[config.mk]
export PLATFORM = sky130hd
export DESIGN_NAME = cet_marks
export DESIGN_NICKNAME = d
export VERILOG_FILES = /design/src/hw/rtl/cet_pkg.sv /design/src/hw/rtl/cet_marks.sv
export SDC_FILE = /design/constraint.sdc
export NUM_CORES = 1
export LEC_CHECK = 0
export ABC_AREA = 1
export BUFFER_PORTS_ARGS = -buffer_cell sky130_fd_sc_hd__buf_2
export CAP_MARGIN = 5
export CORE_AREA = 2 2 116 118
export CTS_CLUSTER_DIAMETER = 80
export DETAILED_ROUTE_END_ITERATION = 8
export DIE_AREA = 0 0 118 120
export PLACE_DENSITY = 0.45
export SLEW_MARGIN = 0
export SYNTH_ARGS = -nofsm -noshare
export SYNTH_HDL_FRONTEND = slang
export SYNTH_SLANG_ARGS = --single-unit
[constraint.sdc]
create_clock -name clk_i -period 4.7 [get_ports clk_i]
set_clock_uncertainty 0.2 [all_clocks]
set_input_delay 0.47 -clock clk_i [delete_from_list [all_inputs] [get_ports clk_i]]
set_output_delay 0.47 -clock clk_i [all_outputs]
set_load 0.1 [all_outputs]
[src/hw/rtl/cet_pkg.sv]
// ----------------------------------------------------------------------------
// cet_pkg
// Shared widths, operation and status codes and beat structs of the
// counting event table.
// ----------------------------------------------------------------------------
package cet_pkg;

  localparam int ENTRIES    = 64;
  localparam int ENTRY_W    = 6;
  localparam int INDEX_SPAN = 1 << ENTRY_W;
  // only entries the index field can name are ever used
  localparam int USABLE     = (ENTRIES < INDEX_SPAN) ? ENTRIES : INDEX_SPAN;
  localparam int ADDR_W     = $clog2(USABLE);
  localparam int COUNT_W    = 64;
  localparam int KIND_W     = 3;
  localparam int STATUS_W   = 3;

  localparam logic [COUNT_W-1:0] ERR_COUNT = '1;

  typedef enum logic [KIND_W-1:0] {
    KIND_ALLOC = 3'd0,
    KIND_FREE  = 3'd1,
    KIND_SET   = 3'd2,
    KIND_INC   = 3'd3,
    KIND_GET   = 3'd4,
    KIND_TEST  = 3'd5
  } kind_e;

  typedef enum logic [STATUS_W-1:0] {
    ST_OK          = 3'd0,
    ST_NO_SPACE    = 3'd1,
    ST_INVALID     = 3'd2,
    ST_INTERRUPTED = 3'd3,
    ST_NOT_REACHED = 3'd4
  } status_e;

  typedef struct packed {
    logic [KIND_W-1:0]  kind;
    logic [ENTRY_W-1:0] entry;
    logic [COUNT_W-1:0] success_value;
    logic [COUNT_W-1:0] failure_value;
    logic [COUNT_W-1:0] threshold;
  } cmd_t;

  typedef struct packed {
    status_e            status;
    logic [ENTRY_W-1:0] given_index;
    logic [COUNT_W-1:0] success_count;
    logic [COUNT_W-1:0] failure_count;
  } res_t;

  typedef struct packed {
    logic               en;
    logic [ADDR_W-1:0]  addr;
    logic [COUNT_W-1:0] succ;
    logic [COUNT_W-1:0] fail;
  } wr_t;

  typedef struct packed {
    logic              set;
    logic              clr;
    logic [ADDR_W-1:0] addr;
  } mark_upd_t;

endpackage

[src/hw/rtl/cet_marks.sv]
// ----------------------------------------------------------------------------
// cet_marks
// Allocated marks of the table with a lowest-free-entry priority encoder.
// ----------------------------------------------------------------------------
module cet_marks (
  input  logic                     clk_i,
  input  logic                     rst_ni,
  input  logic [cet_pkg::ADDR_W-1:0] rd_addr_i,
  input  cet_pkg::mark_upd_t       upd_i,
  output logic                     rd_mark_o,
  output logic                     free_found_o,
  output logic [cet_pkg::ADDR_W-1:0] free_idx_o
);

  logic [cet_pkg::USABLE-1:0] marks_q;

  always_ff @(posedge clk_i or negedge rst_ni) begin
    if (!rst_ni) begin
      marks_q <= '0;
    end else begin
      if (upd_i.set) begin
        marks_q[upd_i.addr] <= 1'b1;
      end
      if (upd_i.clr) begin
        marks_q[upd_i.addr] <= 1'b0;
      end
    end
  end

  assign rd_mark_o = marks_q[rd_addr_i];

  // walk down so the lowest free entry wins
  always_comb begin
    free_found_o = 1'b0;
    free_idx_o   = '0;
    for (int i = cet_pkg::USABLE - 1; i >= 0; i--) begin
      if (!marks_q[i]) begin
        free_found_o = 1'b1;
        free_idx_o   = cet_pkg::ADDR_W'(i);
      end
    end
  end

endmodule

### After elaboration in Yosys (flattened, before gate mapping)

Index checks and enable logic that the tools add are counted.

| cells by class | value |
|---|---|
| magnitude comparators | 3 |
| mux-type cells | 134 |
| bitwise logic cells | 3 |
| reductions and logical operators | 1 |

Operators with widths:

| cell | count |
|---|---|
| 2-to-1 mux 6 bit | 64 |
| 2-to-1 mux 64 bit | 2 |
| 2-to-1 mux 1 bit | 66 |
| bitwise AND 64 bit | 1 |
| inverter 64 bit | 1 |
| OR 64 bit | 1 |
| less-than comparator 6 x 7 -> 1 bit, second input constant | 2 |
| binary-select mux 1 bit (select 6 bit) | 1 |
| demux 1 bit (select 6 bit) | 1 |
| greater-or-equal comparator 6 x 1 -> 1 bit, second input constant | 1 |
| logical AND 1 bit | 1 |

| word-level totals | value |
|---|---|
| register bits after elaboration | 64 |
| input bits | 16 |
| output and inout bits | 8 |
| word-level logic and storage cells | 142 |

### Longest topological paths before layout

| depth | value |
|---|---|
| depth in word-level cells | 64 |
| gate-level depth with buffers | 61 |

### Least setup slack after synthesis

Ideal clock, no wire load.

| timing | value |
|---|---|
| path kind | flip-flop to output port |
| from | register marks_q[63] (netlist name) |
| to | output port free_idx_o[0] (netlist name) |
| arrival | 3.921 ns |
| data required time | 4.030 ns |
| setup slack | 0.109 ns |
| stages on the path, launching flop included | 62 |
| path buffers | 0 |
| path through | dfrtp_1 -> inv_2 -> nand2_1 -> nand2_1 -> nand2_1 -> nand2_1 -> nand2_1 -> nand2_1 -> nand2_1 -> nand2_1 -> nand2_1 -> nand2_1 -> nand2_1 -> nand2_1 -> nand2_1 -> nand2_1 -> nand2_1 -> nand2_1 -> [... 26 more ...] -> nand2_1 -> nand2_1 -> nand2_1 -> nand2_1 -> nand2_1 -> nand2_1 -> nand2_1 -> nand2_1 -> nand2_1 -> nand2_1 -> nand2_1 -> nand2_1 -> nand2_1 -> nand2_1 -> nand2_1 -> nand2_1 -> nand2_1 -> a21oi_2 |

| between the ends | value |
|---|---|
| word-level cells in the longest chain between the ends | 64 |

Ends and longest elaborated chain:

| element | line | RTL |
|---|---|---|
| start, declared | cet_marks.sv:15 | `logic [cet_pkg::USABLE-1:0] marks_q;` |
| start signal, assigned | cet_marks.sv:19 | `marks_q <= '0;` |
| start signal, assigned by index | cet_marks.sv:22 | `marks_q[upd_i.addr] <= 1'b1;` |
| start signal, assigned by index | cet_marks.sv:25 | `marks_q[upd_i.addr] <= 1'b0;` |
| 2-to-1 mux 6 bit (64 in a row) | cet_marks.sv:37 | `if (!marks_q[i]) begin` |
| end, declared | cet_marks.sv:12 | `output logic [cet_pkg::ADDR_W-1:0] free_idx_o` |

No other way between the ends.

### Worst setup path after layout

Ends and elaborated chain as after synthesis.

==> flow_summary_export.csv <==
group,metric,value,unit
clock_tree,path_clk_slew,0.05,ns
timing,worst_pin_slew,0.942,ns
routing,wirelength,14400,um
floorplan,core,13000,sq um
synthesis,synthXorXnorAreaFrac,0,
worst_setup_path,cp_data_arrival_time,4.19,ns
clock_tree,cts_buffers,9,
clock_tree,cts_max_level,3,
place,routabilityCongestion,0.846,
finish,syn2layout_area_growth,17.6,%
finish,final_cell_mix,"nor2_1 (112), nand2_1 (111), a21oi_1 (91)",
routing,ant_nets,0,
synthesis,synth_fa_ha_area_frac,0,
timing,report.final.hold_viol_count,3,
synthesis,synth-simple-area-share,0.258,
finish,largest_register_ffs,64,
finish,post-route-util,0.366,
floorplan,die_w,118,um
worst_setup_path,cp-start-kind,"register",
worst_setup_path,crit_slowest_cell,"dfrtp_1",
timing,hold_slack,-0.00419,ns
timing,setup-tns-final,-0.161,ns
grt,grt_util_all_layers,0.213,
worst_setup_path,required,4.03,ns
synthesis,synth_compound_area_frac,0.270,
synthesis,synth.distinct_cells,27,
synthesis,ys_seq_area_frac,0.397,
synthesis,synth_edf_count,0,
clock_tree,clkLatencyLatePin,0.34,ns
synthesis,synth_top_family_by_area,"compound AO/OA/AOI/OAI gates",
worst_setup_path,crit_buf_inv,2,
finish,top_regs,"marks_q x64",
floorplan,ioPinCount,24,
grt,overflow,0,
clock_tree,clock-sinks,64,
finish,regArea,1600,sq um
worst_setup_path,critPathTopFamily,"simple AND/OR/NAND/NOR gates",
grt,grt_pass1_wl,22800,um
clock_tree,root_buffer,"clkbuf_16",
timing,setup_violations,1,
timing,slew_headroom,0.372,
synthesis,synth_top_area_frac,0.397,
timing,slew_violations,0,
timing,rsz0062_at_grt,"true",
worst_setup_path,path_max_fanout,2,
routing,vias_per_cell,5.39,
worst_setup_path,cp-end-kind,"primary output",
finish,fill_cells,1400,
floorplan,dieArea,14200,sq um
hold_path,hp-class,"input pin to async pin",
outcome,status,"complete, but fails checks",
synthesis,synth_fp_nets,618,
routing,num_vias,4335,
finish,multi_input_area,2140,sq um
synthesis,async_reset_ff_frac,1.00,
routing,drt-initial-drc-count,294,
clock_tree,cts_tree,"built",
pwr,powerDensity,430,nW/um^2
synthesis,synth_ff_type,"dfrtp_1",
synthesis,syn_area,4040,sq um
place,place.port_buffers,23,
finish,nets,639,
synthesis,synthTopCellsByArea,"dfrtp_1 (40%), a21oi_1 (11%), nor2_1 (10%)",
synthesis,syn_inst,602,
outcome,violations,"negative hold slack, negative setup slack",
finish,drive_gt1_frac,0.0812,
timing,post-route-period-util,1.03,
finish,diodes,0,
floorplan,num_rows,42,
routing,avgRoutedWirePerCell,17.9,um
pwr,leakagePower,0.00208,uW
grt,first_global_vias,4018,
finish,final_common_cell,"nor2_1",
synthesis,avgSynthCellArea,6.71,sq um
floorplan,start_util,0.311,
timing,fin_crit,4.86,ns
grt,grt_max_degree,49,
worst_setup_path,cp_common_cell,"nand2_1",
grt,grt_antenna_before_repair,0,
timing,fin_ws,-0.161,ns
synthesis,ys.warnings.count,0,
synthesis,muxShareOfSynthArea,0,
job,cap_viol_max_count,0,
pwr,ir_drop,0.212,mV
finish,top_register,"marks_q",
place,dp.final_hpwl,9560,um
synthesis,ys_ff_latch,64,
floorplan,die_h,120,um
routing,first_pass_iters,5,
worst_setup_path,path_class,"register to primary output",
routing,drc,0,
worst_setup_path,worst_path_largest_cell_delay,0.39,ns
synthesis,synth_largest_area_cell,"dfrtp_1",
clock_tree,cts.path.max_buffers,2,
timing,fmax,206,MHz
[per-stage QoR]
| stage | cell area [sq um] | hold WS, ns | instances | setup slack [ns] | total power (uW) |
|---|---|---|---|---|---|
| after floorplan | 4040 | -0.0256 | 602 | 0.109 | 1050 |
| after global placement | 4350 | 0.341 | 785 | 0.146 | 1180 |
| after detailed placement | 4350 | 0.347 | 785 | 0.183 | 1190 |
| after CTS | 4730 | 0.0330 | 803 | -0.189 | 2050 |
| after global routing | 4750 | 0.0631 | 804 | -0.794 | 2150 |
| final | 4750 | -0.00419 | 804 | -0.161 | 2040 |
[path summary, 6_finish.rpt]
kind,endpoint,cells after the start,start,slack [ns]
min in group clk_i,marks_q[48],5,upd_i[2],0.35
min reg2reg,marks_q[34],1,marks_q[34],0.37
max reg2reg,marks_q[63],3,marks_q[63],3.65
max,free_idx_o[0],62,marks_q[63],-0.16
max in group asynchronous,marks_q[25],2,rst_ni,3.33
min,marks_q[59],1,rst_ni,-0.004
[power breakdown]
group | internal [uW] | switching, uW | total [uW]
combinational | 149 | 253 | 403
sequential | 660 | 134 | 794
clock | 584 | 260 | 844
total | 1390 | 648 | 2040
[synth_stat cells (all sizes together), types with 5 or more instances]
cell type and instances:
inv 53, nand2 111, nand3 5, a21oi 93, o32a 5, o22ai 25, nand4 7, nor2 112
clkbuf 21, dfrtp 64, a22oi 5, o21ai 52, clkinv 7, nor3 26
[cell type report]
class | count | area share
well taps | 176 | 0.0464
repair buffers | 31 | 0.0414
clock inverters | 6 | 0.0274
flip-flops and latches | 64 | 0.337
multi-input cells | 457 | 0.450
clock buffers | 10 | 0.0503
inverters | 60 | 0.0474
[cell families (layout without fill, tap and decap cells)]
family	count (synthesis)	count (layout)
flip-flops	64	64
AO/OA/AOI/OAI	195	195
buffers and inverters	81	107
AND/OR/NAND/NOR	262	262
[routing by layer]
metal,vias to the layer above,routed length [um],global-route usage
met3,32,729,0.0394
met1,2093,6960,0.301
met4,0,403,0.0904
met5,-,0,0
met2,110,6270,0.318
li1,2100,-,-
[repair_timing]
item | CTS | global route
hold buffers | 0 | 0
pin swaps | 1 | 1
resized for setup | 0 | 5
setup endpoints to repair | 1 | 2
setup buffers | 2 | 1
Note: power is estimated with default switching activity, not from simulation.
