File: config.mk
export PLATFORM = sky130hd
export DESIGN_NAME = cet_exec
export DESIGN_NICKNAME = d
export VERILOG_FILES = /design/src/hw/rtl/cet_pkg.sv /design/src/hw/rtl/cet_exec.sv
export SDC_FILE = /design/constraint.sdc
export NUM_CORES = 1
export LEC_CHECK = 0
export BUFFER_PORTS_ARGS = -buffer_cell sky130_fd_sc_hd__clkbuf_2
export CORE_AREA = 2 2 244 246
export DETAILED_ROUTE_END_ITERATION = 10
export DIE_AREA = 0 0 246 248
export SYNTH_ARGS = -nofsm -noshare
export SYNTH_HDL_FRONTEND = slang
export SYNTH_SLANG_ARGS = --single-unit
File: constraint.sdc
create_clock -name vclk -period 6.97
set_input_delay 1.394 -clock vclk [all_inputs]
set_output_delay 1.394 -clock vclk [all_outputs]
set_load 0.02 [all_outputs]
File: src/hw/rtl/cet_pkg.sv
// ----------------------------------------------------------------------------
// cet_pkg
// Shared widths, operation and status codes and beat structs of the
// counting event table.
// ----------------------------------------------------------------------------
package cet_pkg;

  localparam int ENTRIES    = 64;
  localparam int ENTRY_W    = 6;
  localparam int INDEX_SPAN = 1 << ENTRY_W;
  // only entries the index field can name are ever used
  localparam int USABLE     = (ENTRIES < INDEX_SPAN) ? ENTRIES : INDEX_SPAN;
  localparam int ADDR_W     = $clog2(USABLE);
  localparam int COUNT_W    = 64;
  localparam int KIND_W     = 3;
  localparam int STATUS_W   = 3;

  localparam logic [COUNT_W-1:0] ERR_COUNT = '1;

  typedef enum logic [KIND_W-1:0] {
    KIND_ALLOC = 3'd0,
    KIND_FREE  = 3'd1,
    KIND_SET   = 3'd2,
    KIND_INC   = 3'd3,
    KIND_GET   = 3'd4,
    KIND_TEST  = 3'd5
  } kind_e;

  typedef enum logic [STATUS_W-1:0] {
    ST_OK          = 3'd0,
    ST_NO_SPACE    = 3'd1,
    ST_INVALID     = 3'd2,
    ST_INTERRUPTED = 3'd3,
    ST_NOT_REACHED = 3'd4
  } status_e;

  typedef struct packed {
    logic [KIND_W-1:0]  kind;
    logic [ENTRY_W-1:0] entry;
    logic [COUNT_W-1:0] success_value;
    logic [COUNT_W-1:0] failure_value;
    logic [COUNT_W-1:0] threshold;
  } cmd_t;

  typedef struct packed {
    status_e            status;
    logic [ENTRY_W-1:0] given_index;
    logic [COUNT_W-1:0] success_count;
    logic [COUNT_W-1:0] failure_count;
  } res_t;

  typedef struct packed {
    logic               en;
    logic [ADDR_W-1:0]  addr;
    logic [COUNT_W-1:0] succ;
    logic [COUNT_W-1:0] fail;
  } wr_t;

  typedef struct packed {
    logic              set;
    logic              clr;
    logic [ADDR_W-1:0] addr;
  } mark_upd_t;

endpackage

File: src/hw/rtl/cet_exec.sv
// ----------------------------------------------------------------------------
// cet_exec
// Operation decode and count arithmetic for the command held in the input
// register: builds the result beat, the count write and the mark update.
// ----------------------------------------------------------------------------
module cet_exec (
  input  logic                        vld_i,
  input  cet_pkg::cmd_t               cmd_i,
  input  logic                        mark_i,
  input  logic                        free_found_i,
  input  logic [cet_pkg::ADDR_W-1:0]  free_idx_i,
  input  logic [cet_pkg::COUNT_W-1:0] succ_i,
  input  logic [cet_pkg::COUNT_W-1:0] fail_i,
  output logic [cet_pkg::ADDR_W-1:0]  addr_o,
  output cet_pkg::res_t               res_o,
  output cet_pkg::wr_t                wr_o,
  output cet_pkg::mark_upd_t          mark_o
);

  logic                        in_range;
  logic                        entry_ok;
  logic                        inc_fail;
  logic [cet_pkg::COUNT_W-1:0] add_a, add_b, inc_sum, test_sum;

  assign addr_o   = cmd_i.entry[cet_pkg::ADDR_W-1:0];
  assign in_range = {1'b0, cmd_i.entry} < (cet_pkg::ENTRY_W + 1)'(cet_pkg::USABLE);
  assign entry_ok = in_range && mark_i;

  // one adder serves both counts of an increment
  assign inc_fail = cmd_i.failure_value != '0;
  assign add_a    = inc_fail ? fail_i : succ_i;
  assign add_b    = inc_fail ? cmd_i.failure_value : cmd_i.success_value;
  assign inc_sum  = add_a + add_b;
  assign test_sum = succ_i + fail_i;

  always_comb begin
    res_o  = '{status: cet_pkg::ST_INVALID, default: '0};
    wr_o   = '{addr: addr_o, succ: succ_i, fail: fail_i, default: '0};
    mark_o = '{addr: addr_o, default: '0};
    unique case (cmd_i.kind)
      cet_pkg::KIND_ALLOC: begin
        if (free_found_i) begin
          res_o.status      = cet_pkg::ST_OK;
          res_o.given_index = cet_pkg::ENTRY_W'(free_idx_i);
          wr_o.en           = 1'b1;
          wr_o.addr         = free_idx_i;
          wr_o.succ         = '0;
          wr_o.fail         = '0;
          mark_o.set        = 1'b1;
          mark_o.addr       = free_idx_i;
        end else begin
          res_o.status = cet_pkg::ST_NO_SPACE;
        end
      end
      cet_pkg::KIND_FREE: begin
        if (entry_ok) begin
          res_o.status = cet_pkg::ST_OK;
          wr_o.en      = 1'b1;
          wr_o.succ    = cet_pkg::ERR_COUNT;
          wr_o.fail    = cet_pkg::ERR_COUNT;
          mark_o.clr   = 1'b1;
        end
      end
      cet_pkg::KIND_SET: begin
        if (entry_ok) begin
          res_o.status = cet_pkg::ST_OK;
          wr_o.en      = 1'b1;
          wr_o.succ    = cmd_i.success_value;
          wr_o.fail    = cmd_i.failure_value;
        end
      end
      cet_pkg::KIND_INC: begin
        if (entry_ok && !(inc_fail && cmd_i.success_value != '0)) begin
          res_o.status = cet_pkg::ST_OK;
          wr_o.en      = 1'b1;
          if (inc_fail) begin
            wr_o.fail = inc_sum;
          end else begin
            wr_o.succ = inc_sum;
          end
        end
      end
      cet_pkg::KIND_GET: begin
        if (entry_ok) begin
          res_o.status        = cet_pkg::ST_OK;
          res_o.success_count = succ_i;
          res_o.failure_count = fail_i;
        end
      end
      cet_pkg::KIND_TEST: begin
        if (entry_ok) begin
          res_o.success_count = succ_i;
          res_o.failure_count = fail_i;
          if (succ_i == cet_pkg::ERR_COUNT || fail_i == cet_pkg::ERR_COUNT) begin
            res_o.status = cet_pkg::ST_INTERRUPTED;
          end else if (fail_i != '0 || test_sum >= cmd_i.threshold) begin
            res_o.status = cet_pkg::ST_OK;
          end else begin
            res_o.status = cet_pkg::ST_NOT_REACHED;
          end
        end
      end
      default: begin
        res_o.status = cet_pkg::ST_INVALID;
      end
    endcase
    if (!vld_i) begin
      wr_o.en    = 1'b0;
      mark_o.set = 1'b0;
      mark_o.clr = 1'b0;
    end
  end

endmodule

---- Yosys cells after proc, flatten, opt, wreduce, memory -nomap -nowiden ----
Index checks and enable logic that the tools add are counted.
word-level totals
  flip-flop bits (word level) ............. 0
  latch bits .............................. 0
  bits in writable memories ............... 0
  ROM bits ................................ 0
  output and inout bits ................... 286
  memories kept ........................... 0
cells by class
  add/subtract/negate cells ............... 2
  $mul .................................... 0
  div/mod/pow operators ................... 0
  order comparisons ....................... 1
  equal/unequal tests ..................... 7
  shifts and indexed selects .............. 0
  mux-type cells .......................... 31
  bitwise gates (word level) .............. 0
  reduce and logical (&&, ||, !) cells .... 12
operators by type and width
  kind                                                                    count
  128-bit two-way mux                                                     5
  128-bit case mux with 4 select lines                                    1
  64-bit two-way mux                                                      4
  64-bit nonzero test                                                     3
  135-bit two-way mux                                                     1
  64-bit adder                                                            2
  64-bit equality test (second input constant)                            2
  64-bit >= comparator                                                    1
  6-bit two-way mux                                                       5
  3-bit case mux with 4 select lines                                      1
  3-bit two-way mux                                                       3
  1-bit two-way mux                                                       7
  3-bit by 2-bit equality test with 1-bit output (second input constant)  2
  3-bit equality test (second input constant)                             2
  2-bit two-way mux                                                       3
  2-bit OR reduction                                                      2
  3-bit by 1-bit equality test with 1-bit output (second input constant)  1
  3-bit zero test                                                         1
  1-bit case mux with 3 select lines                                      1
  3-bit OR reduction                                                      1
  1-bit logical AND                                                       2
  1-bit logical OR                                                        2
  1-bit zero test                                                         1

---- Longest topological paths before layout ----
  depth after elaboration ................. 7
  gate-level depth with buffers ........... 23

---- Worst setup path after synthesis ----
No wires, ideal clock.
  kind .................................... input to output
  start ................................... in cmd_i[65] in the netlist's numbering
  end ..................................... out wr_o[57] in the netlist's numbering
  arrival time ............................ 5.924 ns
  path slack .............................. -0.348 ns
  cell stages on the path ................. 18
  buffers on the path ..................... 3
  cells stage by stage .................... nor4_1 nand4_1 nor4_1 clkbuf_1 clkbuf_1 buf_2 mux2_2 ha_1 nand2_1 nor3b_1 o21ai_0 o21ai_0 a211oi_1 o21ai_1 a21boi_1 or4_1 o31a_1 o21ai_0
RTL lines
  element             line            source
  start: declaration  cet_exec.sv:8   input cet_pkg::cmd_t cmd_i,
  end: declaration    cet_exec.sv:16  output cet_pkg::wr_t wr_o,

==> flow_metrics.tcl <==
set metrics [dict create \
    run_status "finished with violations" \
    failed_checks "negative setup slack" \
    cell_with_the_most_instances_after_synthesis "a21oi_1" \
    dieWidth_um 246 \
    timing.setup.tns_ps -43310 \
    post_synth_mux_area_share 0.0520 \
    largest_net_degree_at_the_start_of_global_routing 124 \
    final.period_utilization 1.11 \
    vias 26658 \
    synth_top_area_cell "ha_1" \
    critical_path.max_fanout 5 \
    syn_to_final_growth_pct 75.7 \
    synth_largest_type_area_fraction 0.147 \
    relSlewSlack 0.246 \
    worst_hold_path_type "primary input to output pin" \
    part_of_the_yosys_area_used_for_sequential_elements 0 \
    critical_path.max_stage_delay_ps 490 \
    finalWeightedCongestion 1.07 \
    crit_arrival_ps 6360 \
    wl_per_cell_um 27.8 \
    syn_area_mm2 0.0162 \
    wire_length_of_the_first_global_routing_pass_mm 173 \
    worst_ir_drop_vdd_mv 0.0555 \
    setup_viol 103 \
    seqCellArea_um2 0 \
    critical-path-slowest-cell "nor4_4" \
    timing_worst_slew_pin_value_ps 1120 \
    max_clock_freq_mhz 129 \
    drive_above_1_share 0.470 \
    cp_num_buf_inv 8 \
    detailed_place_hpwl_mm 103 \
    globalRouteTotalUtil 0.385 \
    yosys_warnings 0 \
    synth_xor_xnor_area_share 0.0677 \
    wirelength_mm 126 \
    ys_types 82 \
    fp.dieH_um 248 \
    yosys.area_share.simple 0.283 \
    avgSynthCellArea_um2 6.37 \
    criticalPathCategory "primary input to output pin" \
    post_drt_via_cell_ratio 5.88 \
    initial_core_util 0.277 \
    maxCapViolCount 0 \
    total_power_mw 2.84 \
    setup.worst_path.start_class "primary input" \
    final_max_slew_violation_count 0 \
    pleak_nw 14.1 \
    final_area_mm2 0.0284 \
    report.final.hold_viol_count 0 \
    post-route-worst-setup-slack_ps -780 \
    layout.clock_buffers 0 \
    synth_area_leaders "ha_1, a21oi_1, a21o_1" \
    remaining_drc_errors 0 \
    post_synth_inst_count 2539 \
    core_area_mm2 0.0585 \
    synth_compound_gate_area_share 0.378 \
    min_period_ps 7750 \
    hold_ws_ps 3020 \
    grt-ovfl-total 0 \
    grt_setup_unrepaired "yes" \
    crit_required_ps 5580 \
    detailedRoute.firstIterationViolations 2758 \
    yosys.area_share.adder 0.149 \
    placedInstanceArea_mm2 0.0247 \
    cellPowerDensity_mw_per_mm2 99.9 \
    ant_nets 0 \
    cts_hold_buf 0 \
    critical-path-top-delay-family "simple AND/OR/NAND/NOR gates" \
    grt_pass1_vias 25180 \
    io_buffers 624 \
    cp_cell_sequence "buf_8, nor4_4, nand4_1, buf_4, nor4_4, buf_4, buf_6, buf_6, mux2_4, ha_4, o211ai_1, nor4_4, a21oi_4, nand4_1, and3_4, a211oi_4, buf_6, nor4bb_4, o41ai_2, xor2_1, buf_4, o221ai_2, clkbuf_8" \
    worst_setup_path_end_kind "output pin" \
    synth.top_cells.by_count "a21oi_1, o21ai_0, nand2_1, ha_1, nor2_1" \
    area_enclosed_by_the_die_boundary_mm2 0.0610 \
    dr.pass1.iters 6 \
    floorplan_row_count 89 \
    ioPinCount 624 \
    syn_nets 3069 \
    synth_top_family_by_area "compound AO/OA/AOI/OAI gates" \
    nets 4285 \
    utilization 0.486 \
    initial_antenna_violation_count 10 \
    numSequentialCells 0 \
]
-- power breakdown --
group / switching (mW) / internal, mW
combinational: 1.59 / 1.24
clock: 0 / 0.0000000470
sequential: 0 / 0
-- layout by cell type (no fill, tap or decap), types with 23 or more instances in the layout --
cell type | synthesis | layout
nor4_1 | 75 | 61
a21oi_1 | 251 | 198
buf_6 | 2 | 64
or2_2 | 25 | 25
and2_1 | 133 | 133
nand2_1 | 213 | 201
ha_1 | 190 | 152
o22ai_1 | 53 | 45
o21ai_0 | 225 | 182
clkbuf_2 | 0 | 524
a21oi_2 | 1 | 39
ha_4 | 0 | 35
o211ai_1 | 29 | 29
o21a_1 | 74 | 74
xnor2_1 | 76 | 52
xor2_1 | 49 | 34
buf_4 | 12 | 750
nand3_1 | 37 | 31
o21ai_2 | 0 | 23
a21o_1 | 155 | 154
o21bai_1 | 28 | 27
nand4_1 | 99 | 99
inv_1 | 106 | 105
o21ai_1 | 11 | 24
nor2_1 | 182 | 175
nor2b_1 | 24 | 24
mux2_2 | 64 | 48
-- per-layer routing --
metal | GRT usage | up-vias | part of all wire
met1 | 0.509 | 12487 | 0.40
li1 | - | 11850 | -
met3 | 0.118 | 456 | 0.13
met5 | 0 | - | 0.00029
met2 | 0.569 | 1859 | 0.41
met4 | 0.173 | 6 | 0.059
-- stage by stage --
| stage | cells | worst slack, ps |
|---|---|---|
| 2_1_floorplan | 2539 | 1.90 |
| 3_3_place_gp | 4430 | -1540 |
| 3_5_place_dp | 4430 | -1550 |
| 4_1_cts | 4478 | -551 |
| 5_1_grt | 4526 | -835 |
| 6_report | 4530 | -780 |
-- logic make-up (layout without fill, tap and decap cells) --
family / Yosys count / after routing
compound gates: 971 / 971
xor+xnor: 125 / 125
fa+ha+maj: 192 / 192
buf+inv: 281 / 1495
mux: 76 / 76
other cells: 0 / 4
simple gates: 894 / 894
-- what timing repair did --
action / 4_1_cts / 5_1_grt
setup buffers: 51 / 57
cloned: 4 / 1
endpoints found under the hold margin: 0 / 0
endpoints found under the setup margin: 117 / 107
pin swaps: 117 / 113
gates resized for setup: 382 / 290
-- final timing paths --
check / startpoint / end / depth (start not counted) / slack (ps)
max: cmd_i[104] / wr_o[124] / 23 / -780
min: cmd_i[196] / addr_o[4] / 2 / 3020
-- cell type report --
type,instances,area [µm²]
fill,5940,30000
multi-input combinational,2258,17400
timing repair buffer,1388,9670
antenna,4,10.0
inverter,107,402
tap,773,967
No activity file was read; power rests on OpenSTA's default activity.
